<file path="src/hdl/calu_pkg.sv">
`timescale 1ns / 1ps

package calu_pkg;

    typedef enum logic [1:0] {
        CMD_ADD = 2'd0,
        CMD_SUB = 2'd1,
        CMD_MUL = 2'd2,
        CMD_DIV = 2'd3
    } cmd_t;

    typedef enum logic [1:0] {
        ST_OK       = 2'd0,
        ST_DIV_ZERO = 2'd1,
        ST_OVERFLOW = 2'd2
    } status_t;

    // issue queue depth (power of two)
    localparam int QDEPTH = 4;
    localparam int QAW    = 2;

endpackage

</file>
<file path="src/hdl/calu_front.sv">
`timescale 1ns / 1ps

// accepts operand beats, flags a zero divisor and stages them in a small queue
module calu_front #(
    parameter int DATA_WIDTH = 32
) (
    input  logic                         clk,
    input  logic                         rst_n,
    input  logic                         in_valid,
    output logic                         in_ready,
    input  calu_pkg::cmd_t               in_cmd,
    input  logic signed [DATA_WIDTH-1:0] in_ar,
    input  logic signed [DATA_WIDTH-1:0] in_ai,
    input  logic signed [DATA_WIDTH-1:0] in_br,
    input  logic signed [DATA_WIDTH-1:0] in_bi,
    output logic                         q_valid,
    input  logic                         q_ready,
    output calu_pkg::cmd_t               q_cmd,
    output logic                         q_bzero,
    output logic signed [DATA_WIDTH-1:0] q_ar,
    output logic signed [DATA_WIDTH-1:0] q_ai,
    output logic signed [DATA_WIDTH-1:0] q_br,
    output logic signed [DATA_WIDTH-1:0] q_bi
);

    calu_pkg::cmd_t              cmd_mem  [calu_pkg::QDEPTH];
    logic                        bz_mem   [calu_pkg::QDEPTH];
    logic signed [DATA_WIDTH-1:0] ar_mem  [calu_pkg::QDEPTH];
    logic signed [DATA_WIDTH-1:0] ai_mem  [calu_pkg::QDEPTH];
    logic signed [DATA_WIDTH-1:0] br_mem  [calu_pkg::QDEPTH];
    logic signed [DATA_WIDTH-1:0] bi_mem  [calu_pkg::QDEPTH];

    logic [calu_pkg::QAW-1:0] wp_reg, rp_reg;
    logic [calu_pkg::QAW:0]   cnt_reg;
    logic push, pop;

    assign in_ready = (cnt_reg != (calu_pkg::QAW+1)'(calu_pkg::QDEPTH));
    assign q_valid  = (cnt_reg != '0);
    assign push     = in_valid && in_ready;
    assign pop      = q_valid && q_ready;

    always_ff @(posedge clk) begin
        if (push) begin
            cmd_mem[wp_reg] <= in_cmd;
            bz_mem[wp_reg]  <= (in_br == '0) && (in_bi == '0);
            ar_mem[wp_reg]  <= in_ar;
            ai_mem[wp_reg]  <= in_ai;
            br_mem[wp_reg]  <= in_br;
            bi_mem[wp_reg]  <= in_bi;
        end
    end

    always_ff @(posedge clk or negedge rst_n) begin
        if (!rst_n) begin
            wp_reg  <= '0;
            rp_reg  <= '0;
            cnt_reg <= '0;
        end
        else begin
            if (push)
                wp_reg <= wp_reg + 1'b1;
            if (pop)
                rp_reg <= rp_reg + 1'b1;
            if (push && !pop)
                cnt_reg <= cnt_reg + 1'b1;
            else if (pop && !push)
                cnt_reg <= cnt_reg - 1'b1;
        end
    end

    assign q_cmd   = cmd_mem[rp_reg];
    assign q_bzero = bz_mem[rp_reg];
    assign q_ar    = ar_mem[rp_reg];
    assign q_ai    = ai_mem[rp_reg];
    assign q_br    = br_mem[rp_reg];
    assign q_bi    = bi_mem[rp_reg];

endmodule

</file>
<file path="config.mk">
export PLATFORM = sky130hd
export DESIGN_NAME = calu_front
export DESIGN_NICKNAME = d
export VERILOG_FILES = /design/src/hdl/calu_pkg.sv /design/src/hdl/calu_front.sv
export SDC_FILE = /design/constraint.sdc
export NUM_CORES = 1
export LEC_CHECK = 0
export BUFFER_PORTS_ARGS = -buffer_cell sky130_fd_sc_hd__buf_2
export CAP_MARGIN = 40
export CORE_MARGIN = 3
export CORE_UTILIZATION = 55
export DETAILED_ROUTE_END_ITERATION = 16
export GPL_ROUTABILITY_DRIVEN = 0
export PLACE_DENSITY = 0.77
export SYNTH_ARGS = -nofsm -noshare
export SYNTH_HDL_FRONTEND = slang
export SYNTH_SLANG_ARGS = --single-unit
</file>
<file path="constraint.sdc">
create_clock -name clk -period 8.94 [get_ports clk]
set_clock_uncertainty 0.1 [all_clocks]
set_input_delay 2.682 -clock clk [delete_from_list [all_inputs] [get_ports clk]]
set_output_delay 2.682 -clock clk [all_outputs]
set_load 0.02 [all_outputs]
</file>
==> results.toml, run 1 <==
[hold_path]
hp-class = "reg -> reg"

[finish]
final_area_um2 = 23100
final_common_cell = "edfxtp_1"
final_nets = 1191
area_growth_pct = 18.93
drive_gt1_share_pct = 45.60
final_cells = 1545
layout_common_cells = "edfxtp_1, buf_2, mux4_2, clkbuf_16, nor4_1"
antenna_cells = 0

[route]
drc = 0
drt-pass1-iter-count = 5
via_per_inst = 5.767
wl_per_cell_um = 23.96
routed_wl_um = 37020
vias = 8910
final_antenna_net_count = 0
dr.first_iter.drc_count = 587

[grt]
track_usage_pct = 19.95
grt_start_max_net_pins = 67
grt_pass1_vias = 9414
antenna_found_initial = 2
grt_pass1_wl_um = 57430
grt-ovfl-total = 0

[sta]
layout_setup_ws_ns = 3.302
period_share_pct = 63.07
tightestPinTransition_ns = 0.8258
fmax_mhz = 177.4
maxSlewHeadroom_pct = 44.95
rsz0062_at_grt = "false"
tns_ns = 0
hold_violations = 0
finalSetupViolCount = 0
finalMaxSlewViolations = 0
min_period_ns = 5.638
timing.hold.ws_ns = 0.4400

[synth]
synthCells = 741
synth_area_um2 = 19420
yosys_warnings = 0
syn_area_per_cell_um2 = 26.21
ys_types = 20
synth-seq-cells = 531
syn_nets = 881
ys_seq_area_share_pct = 81.91

[placed_design]
dpl_worst_slack_ns = 3.892
placedInstanceArea_um2 = 21470
place.port_buffers = 266
place_inst = 1452
dp_hpwl_um = 22960

[floorplan]
dieHeight_um = 193.9
start_util_pct = 55.95
die_w_um = 193.9
num_rows = 68
io_pins = 267
dieArea_um2 = 37610
fp.coreArea_um2 = 34710

[outcome]
status = "completed"

[clocking]
cts_resized = 0
htree_levels = 2
cts_buffers = 52
clk_path_buf_depth = 3
cts_setup_buffers = 0
cts_root_buf = "clkbuf_16"
cts_tree = "yes"
clock_latency_ns = 0.56
hold_buffers = 0
clkSlewWorstSetupHoldPaths_ns = 0.06
cts.sinks = 531

[critical_path]
crit_arrival_ns = 2.86
r2r_slack_ns = 6.46
critPathSlowestCell = "buf_4"
crit_chain = "buf_16 > buf_4 > mux4_2 > buf_2"
critPathCaptureType = "output port"
worst_setup_path_start_kind = "flip-flop"
cp_max_fo = 53
crit_required_ns = 6.16
criticalPathCategory = "reg -> out"
cp_slowest_stage_delay_ns = 0.65

[power_and_ir_drop]
leakage_uw = 0.007838
power.density_nw_per_um2 = 347.9
peakVddDrop_mv = 0.2266

[run]
cap_violations = 0
## worst max-delay path: cells and delay by family, from the launching register on
family	cells	cell delay, ns
buffers and inverters	3	1.13
multiplexers	1	0.43
flip-flops	1	0.56
## Yosys cell counts, drive strengths merged
master | n | area share, %
inv | 3 | 0.058
edfxtp | 524 | 81
a21boi | 1 | 0.058
dfrtp | 7 | 0.90
clkbuf | 5 | 0.097
xnor2 | 4 | 0.18
ha | 5 | 0.32
mux2 | 2 | 0.12
nand2 | 2 | 0.039
nand3 | 1 | 0.026
nand4 | 4 | 0.13
mux4 | 131 | 15
buf | 25 | 0.93
nor2 | 2 | 0.039
nor4 | 17 | 0.55
and2 | 4 | 0.13
xor2 | 2 | 0.090
or3 | 1 | 0.032
fa | 1 | 0.10
## cells by family (layout without fill, tap and decap cells)
group,Yosys count,count (layout),synth area share (%)
xor gates and xnor gates,6,6,0.2705
buffers and inverters,33,382,1.089
muxes,133,133,15.31
and+or+nand+nor,31,31,0.9405
DFF,531,531,81.91
adders and majority gates,6,6,0.4252
AOI/OAI and AO/OA,1,1,0.05797
## where the power goes
part | switching (uW) | internal [uW]
registers | 157 | 3290
clock network | 863 | 1200
logic | 1500 | 1030
total | 2520 | 5520
## layer usage
layer,vias to the layer above,share of wire [%],track usage (%)
li1,3854,-,-
met1,4682,39,27.06
met2,329,51,32.90
met3,41,8.6,6.134
met4,4,1.3,4.122
met5,-,0.073,0
## through the flow
stage | utilization (%) | power [uW]
2_1_floorplan | - | 5256
3_3_place_gp | 61.21 | 5972
4_1_cts | 66.54 | 8157
6_report | 66.54 | 8037
3_5_place_dp | 61.86 | 6082
5_1_grt | 66.54 | 8394
## cell type report
class                   instances  area [um2]
flip-flops and latches        531       15920
well taps                     455       569.3
multi-input cells             177        3312
inverters                       3       11.26
fillers                      2216       11610
clock buffers                  62        1360
repair buffers                286        1664
clock inverters                31       265.3
## final timing paths
| path | cells after the start | startpoint | endpoint |
|---|---|---|---|
| max in group asynchronous | 1 | rst_n | rp_reg[1] |
| min in group asynchronous | 1 | rst_n | rp_reg[0] |
| worst max-delay path | 4 | rp_reg[1] | q_ar[9] |
| worst min register to register | 1 | cnt_reg[2] | cnt_reg[2] |
| worst max register to register | 4 | cnt_reg[0] | bi_mem[3][16] |
| worst min-delay path | 1 | cnt_reg[2] | cnt_reg[2] |
(Power assumes the default switching activity.)
==> run 2, diff against run 1 <==
- ABC_AREA: unset -> 1
- clock period: 8.94 -> 5.55 ns (I/O delays scaled with it)
==> run 2 against run 1 <==
Effect of this change: combinational power grew 92%; first-iteration DRC count grew 71%; area after synthesis grew 3.0%; power grew 70%; global-route usage grew 2.3 points; hold slack gained 0.011 ns; sequential share of layout area shrank 0.89 points; count of clock-buffer cells in the layout is the same; highest routed layer unchanged; critical endpoint is now q_ai[21]; worst setup slack lost 2.2 ns; via count grew 38%; die area grew 2.9%; final cell count grew 39%.
==> results.toml, run 2 <==
[critical_path]
crit_chain = "inv_4 > buf_12 > o21ai_0 > o22ai_1 > buf_2"
cp_max_fo = 71
path_delay_family = "buffers and inverters"
crit_arrival_ns = 2.71
critPathSlowestCell = "dfrtp_4"
critical_path_buf_inv_count = 3
cp_slowest_stage_delay_ns = 0.72
r2r_slack_ns = 3.09
criticalPathCategory = "reg -> out"
worst_setup_path_start_kind = "flip-flop"
critPathCaptureType = "output port"
crit_required_ns = 3.79

[sta]
timing.hold.ws_ns = 0.4514
period_share_pct = 80.54
finalSetupViolCount = 0
fmax_mhz = 223.7
maxSlewHeadroom_pct = 23.98
hold_violations = 0
layout_setup_ws_ns = 1.080
tightestPinTransition_ns = 1.140
rsz0062_at_grt = "false"
finalMaxSlewViolations = 0
min_period_ns = 4.470

[clocking]
htree_levels = 2
cts_root_buf = "clkbuf_16"
clock_latency_ns = 0.57
cts_setup_buffers = 0
cts_resized = 0
clk_path_buf_depth = 3
cts_tree = "yes"
hold_buffers = 0
cts.sinks = 531
cts_buffers = 51
clkSlewWorstSetupHoldPaths_ns = 0.06

[route]
via_per_inst = 5.727
dr.first_iter.drc_count = 1002
drc = 0
drt-pass1-iter-count = 5
final_antenna_net_count = 0
vias = 12270
routed_wl_um = 43360
wl_per_cell_um = 20.23

[synth]
syn_nets = 1527
ys_types = 22
yosys.area.top_type = "edfxtp_1"
yosys.area.top_type_share_pct = 78.65
synth_area_um2 = 20010
synth_most_common_cell = "edfxtp_1"
synthCells = 1387
ys_seq_area_share_pct = 79.52
synth_edf_count = 524
syn_area_per_cell_um2 = 14.42
synth_ff_type = "edfxtp_1"
yosys_warnings = 0
synth-seq-cells = 531
ys_top_cells_by_area = "edfxtp_1, nor2_1, o21ai_0"
async_flop_share_pct = 1.318
synth_commonest_cells = "edfxtp_1, nor2_1, o21ai_0"

[finish]
layout_common_cells = "edfxtp_1, nor2_1, buf_2, o21ai_0, o22ai_1"
final_nets = 1780
area_growth_pct = 16.97
drive_gt1_share_pct = 21.63
final_cells = 2143
final_common_cell = "edfxtp_1"

[grt]
track_usage_pct = 22.23
grt_pass1_wl_um = 67260
grt_start_max_net_pins = 264
grt-ovfl-total = 0
grt_pass1_vias = 12300
busiest_layer = "met2"
antenna_found_initial = 5
gr-usage-met1_pct = 30.27
gr-usage-met2_pct = 35.75
grt_use_met3_pct = 5.521

[placed_design]
dp_hpwl_um = 24360
place.port_buffers = 266
place_inst = 2048
dpl_worst_slack_ns = 1.683

[floorplan]
dieArea_um2 = 38700
start_util_pct = 55.98
io_pins = 267
num_rows = 69
fp.coreArea_um2 = 35740
die_w_um = 196.7
dieHeight_um = 196.7

[power_and_ir_drop]
power.density_nw_per_um2 = 584.7
peakVddDrop_mv = 0.5973
leakage_uw = 0.008139

[run]
cap_violations = 0

[hold_path]
hp-class = "reg -> reg"

[outcome]
status = "completed"
## run 2: layout make-up
type / count / area [um2]
inverters: 33 / 133.9
clock inverters: 29 / 242.7
well taps: 461 / 576.8
diodes: 4 / 10.01
fillers: 2503 / 12340
repair buffers: 286 / 1602
clock buffers: 62 / 1360
multi-input cells: 737 / 3558
flip-flops and latches: 531 / 15920
## run 2: where the power goes
group / total (uW) / internal [uW] / leakage [uW] / switching, uW
clock: 3320 / 1920 / 0.000786 / 1400
combinational: 4850 / 1360 / 0.00247 / 3500
sequential: 5500 / 5280 / 0.00489 / 225
total: 13700 / 8560 / 0.00814 / 5120
## run 2: final timing paths
path / from / end / depth (start not counted)
hold / removal: cnt_reg[0] / cnt_reg[0] / 1
setup reg to reg: cnt_reg[0] / br_mem[2][4] / 5
min in group asynchronous: rst_n / cnt_reg[0] / 1
setup / recovery: rp_reg[1] / q_ai[21] / 5
max in group asynchronous: rst_n / rp_reg[0] / 1
hold reg to reg: cnt_reg[0] / cnt_reg[0] / 1
## run 2: metrics by stage
stage               util, %  instance area, um2  power (uW)  setup TNS (ns)
global route          65.45               23390       14400               0
floorplan                 -               20020        8803         -135.67
global placement      60.88               21760       10330               0
detailed placement    60.96               21790       10450               0
CTS                   65.44               23390       13780               0
finish                65.47               23400       13680               0
## run 2: per-layer routing
layer  vias to the layer above  share of wire, %
met5                         -              0.11
met4                         8               2.4
met3                        76               9.0
met2                       477                48
met1                      6013                41
li1                       5699                 -
## run 2: cells by family after synthesis
| group | Yosys count | share of synthesized area [%] |
|---|---|---|
| and+or+nand+nor | 329 | 6.273 |
| buffers and inverters | 119 | 2.839 |
| xor gates and xnor gates | 4 | 0.1751 |
| DFF | 531 | 79.52 |
| AOI/OAI and AO/OA | 398 | 10.78 |
| adders and majority gates | 6 | 0.4128 |
## run 2: worst register-to-register path: cells and delay by family (launching register included)
family	cells	cell delay, ns
simple gates	3	1.08
buf+inv	2	0.49
flops	1	0.42
==> run 3, diff against run 2 <==
- clock period: 5.55 -> 4.49 ns (I/O delays scaled with it)
==> run 3 against run 2 <==
Effect of this change: final cell count about the same; via count increased by 0.75%; global-route usage about the same; die area unchanged; wire length increased by 1.2%; utilization increased by 0.077 points; clock power increased by 23%; critical path type unchanged.
==> results.toml, run 3 (synthesis results as in run 2) <==
[clocking]
cts.sinks = 531
clock_latency_ns = 0.58
clkSlewWorstSetupHoldPaths_ns = 0.06
cts_setup_buffers = 0
cts_buffers = 52
htree_levels = 2
cts_root_buf = "clkbuf_16"
cts_tree = "yes"
cts_resized = 0
clk_path_buf_depth = 3
hold_buffers = 0

[placed_design]
place.port_buffers = 266
dpl_worst_slack_ns = 1.005
dp_hpwl_um = 24390
placedInstanceArea_um2 = 21820

[critical_path]
crit_required_ns = 3.04
cp_slowest_stage_delay_ns = 0.75
critical_path_buf_inv_count = 3
cp_max_fo = 150
critPathCaptureType = "output port"
r2r_cells = 5
worstSetupEndpoint = "q_ar[30]"
r2r_start = "cnt_reg[0]"
worstReg2RegEnd = "bi_mem[1][10]"
worstSetupPathDepth = 5
worst_setup_path_start_kind = "flip-flop"
crit_chain = "inv_8 > buf_12 > o21ai_0 > o22ai_1 > buf_2"
path_delay_family = "buffers and inverters"
crit_arrival_ns = 2.73
critPathLaunch = "rp_reg[0]"
critPathSlowestCell = "dfrtp_4"
r2r_slack_ns = 2.13
criticalPathCategory = "reg -> out"

[finish]
drive_gt1_share_pct = 21.31
area_growth_pct = 17.10
post-route-util_pct = 65.55
final_nets = 1778
final_area_um2 = 23430
final_common_cell = "edfxtp_1"
layout_common_cells = "edfxtp_1, nor2_1, buf_2, o21ai_0, o22ai_1"

[grt]
grt_start_max_net_pins = 151
grt-ovfl-total = 0
busiest_layer = "met2"
grt_pass1_vias = 12240
grt_pass1_wl_um = 67340
grt_use_met3_pct = 6.034
gr-usage-met2_pct = 36.42
track_usage_pct = 22.24
antenna_found_initial = 6
gr-usage-met1_pct = 29.61

[power_and_ir_drop]
power_frac_seq_pct = 40.3
power.density_nw_per_um2 = 722.6
clkPwrFrac_pct = 24.1
p_switching_uw = 6347
p_comb_share_pct = 35.6
leakage_uw = 0.008129
peakVddDrop_mv = 0.4150
internal_power_uw = 10580
swShare_pct = 37.49
p_total_uw = 16930

[route]
wl_per_cell_um = 20.47
via_per_inst = 5.767
vias = 12370
drc = 0
final_antenna_net_count = 0
routed_wl_um = 43890
drt-pass1-iter-count = 5
dr.first_iter.drc_count = 1010

[hold_path]
hp-class = "reg -> reg"
holdPathStages = 2

[sta]
tightestPinTransition_ns = 0.8063
rsz0062_at_grt = "false"
fmax_mhz = 239.5
finalMaxSlewViolations = 0
period_share_pct = 93.00
maxSlewHeadroom_pct = 46.25
min_period_ns = 4.175
layout_setup_ws_ns = 0.3145
finalSetupViolCount = 0
hold_violations = 0

[outcome]
status = "completed"

[floorplan]
die_w_um = 196.7
fp.coreArea_um2 = 35740
num_rows = 69
dieHeight_um = 196.7
start_util_pct = 55.98
io_pins = 267
dieArea_um2 = 38700

[run]
cap_violations = 0
run 3: changes by cell type in the layout (fill, tap and decap cells not counted), moves of 3 or more:
cell / before / now
clkinv_2: 8 / 5
buf_4: 11 / 3
buf_12: 8 / 14
clkbuf_1: 9 / 17
run 3: worst min path at each step:
| stage | from | slack, ns | to |
|---|---|---|---|
| floorplan | cnt_reg[0] | 0.40 | cnt_reg[0] |
| global placement | cnt_reg[0] | 0.43 | cnt_reg[0] |
| detailed placement | cnt_reg[2] | 0.45 | cnt_reg[2] |
| CTS | cnt_reg[2] | 0.47 | cnt_reg[2] |
| global route | rst_n | 0.49 | cnt_reg[0] |
| finish | cnt_reg[2] | 0.46 | cnt_reg[2] |
run 3: metrics by stage:
step                      setup TNS, ns  cells  hold slack (ns)
final                                 0   2144           0.4630
after global placement                0   2045           0.4299
after detailed placement              0   2045           0.4544
after CTS                             0   2141           0.4654
after floorplan                 -524.48   1387           0.4031
after global routing                  0   2141           0.4895
run 3: layer usage:
| layer | vias to the layer above | part of all wire [%] |
|---|---|---|
| met1 | 6168 | 41 |
| met2 | 420 | 49 |
| met3 | 71 | 8.4 |
| met4 | 10 | 1.8 |
| met5 | - | 0.13 |
| li1 | 5696 | - |
run 3: cell type report:
class	instances	area, um2
Multi-Input combinational cell	737	3558
Clock inverter	26	210.2
Timing Repair Buffer	283	1634
Fill cell	2503	12310
Tap cell	461	576.8
Antenna cell	3	7.507
Sequential cell	531	15920
Inverter	33	133.9
Clock buffer	70	1390
run 3: power groups by stage:
stage	combinational (uW)	sequential [uW]	clock, uW
after global placement	5940	6890	0
after global routing	6540	6890	4370
final	6020	6820	4090
after detailed placement	6070	6920	0
after CTS	6100	6830	4170
after floorplan	4000	6880	0
run 3: worst reg2reg max path, stage by stage (launching register included):
cell and delay [ns]:
dfrtp_1 0.42, inv_1 0.08, nand3_1 0.10, nand2_1 0.27
nor2_4 0.59, buf_12 0.40
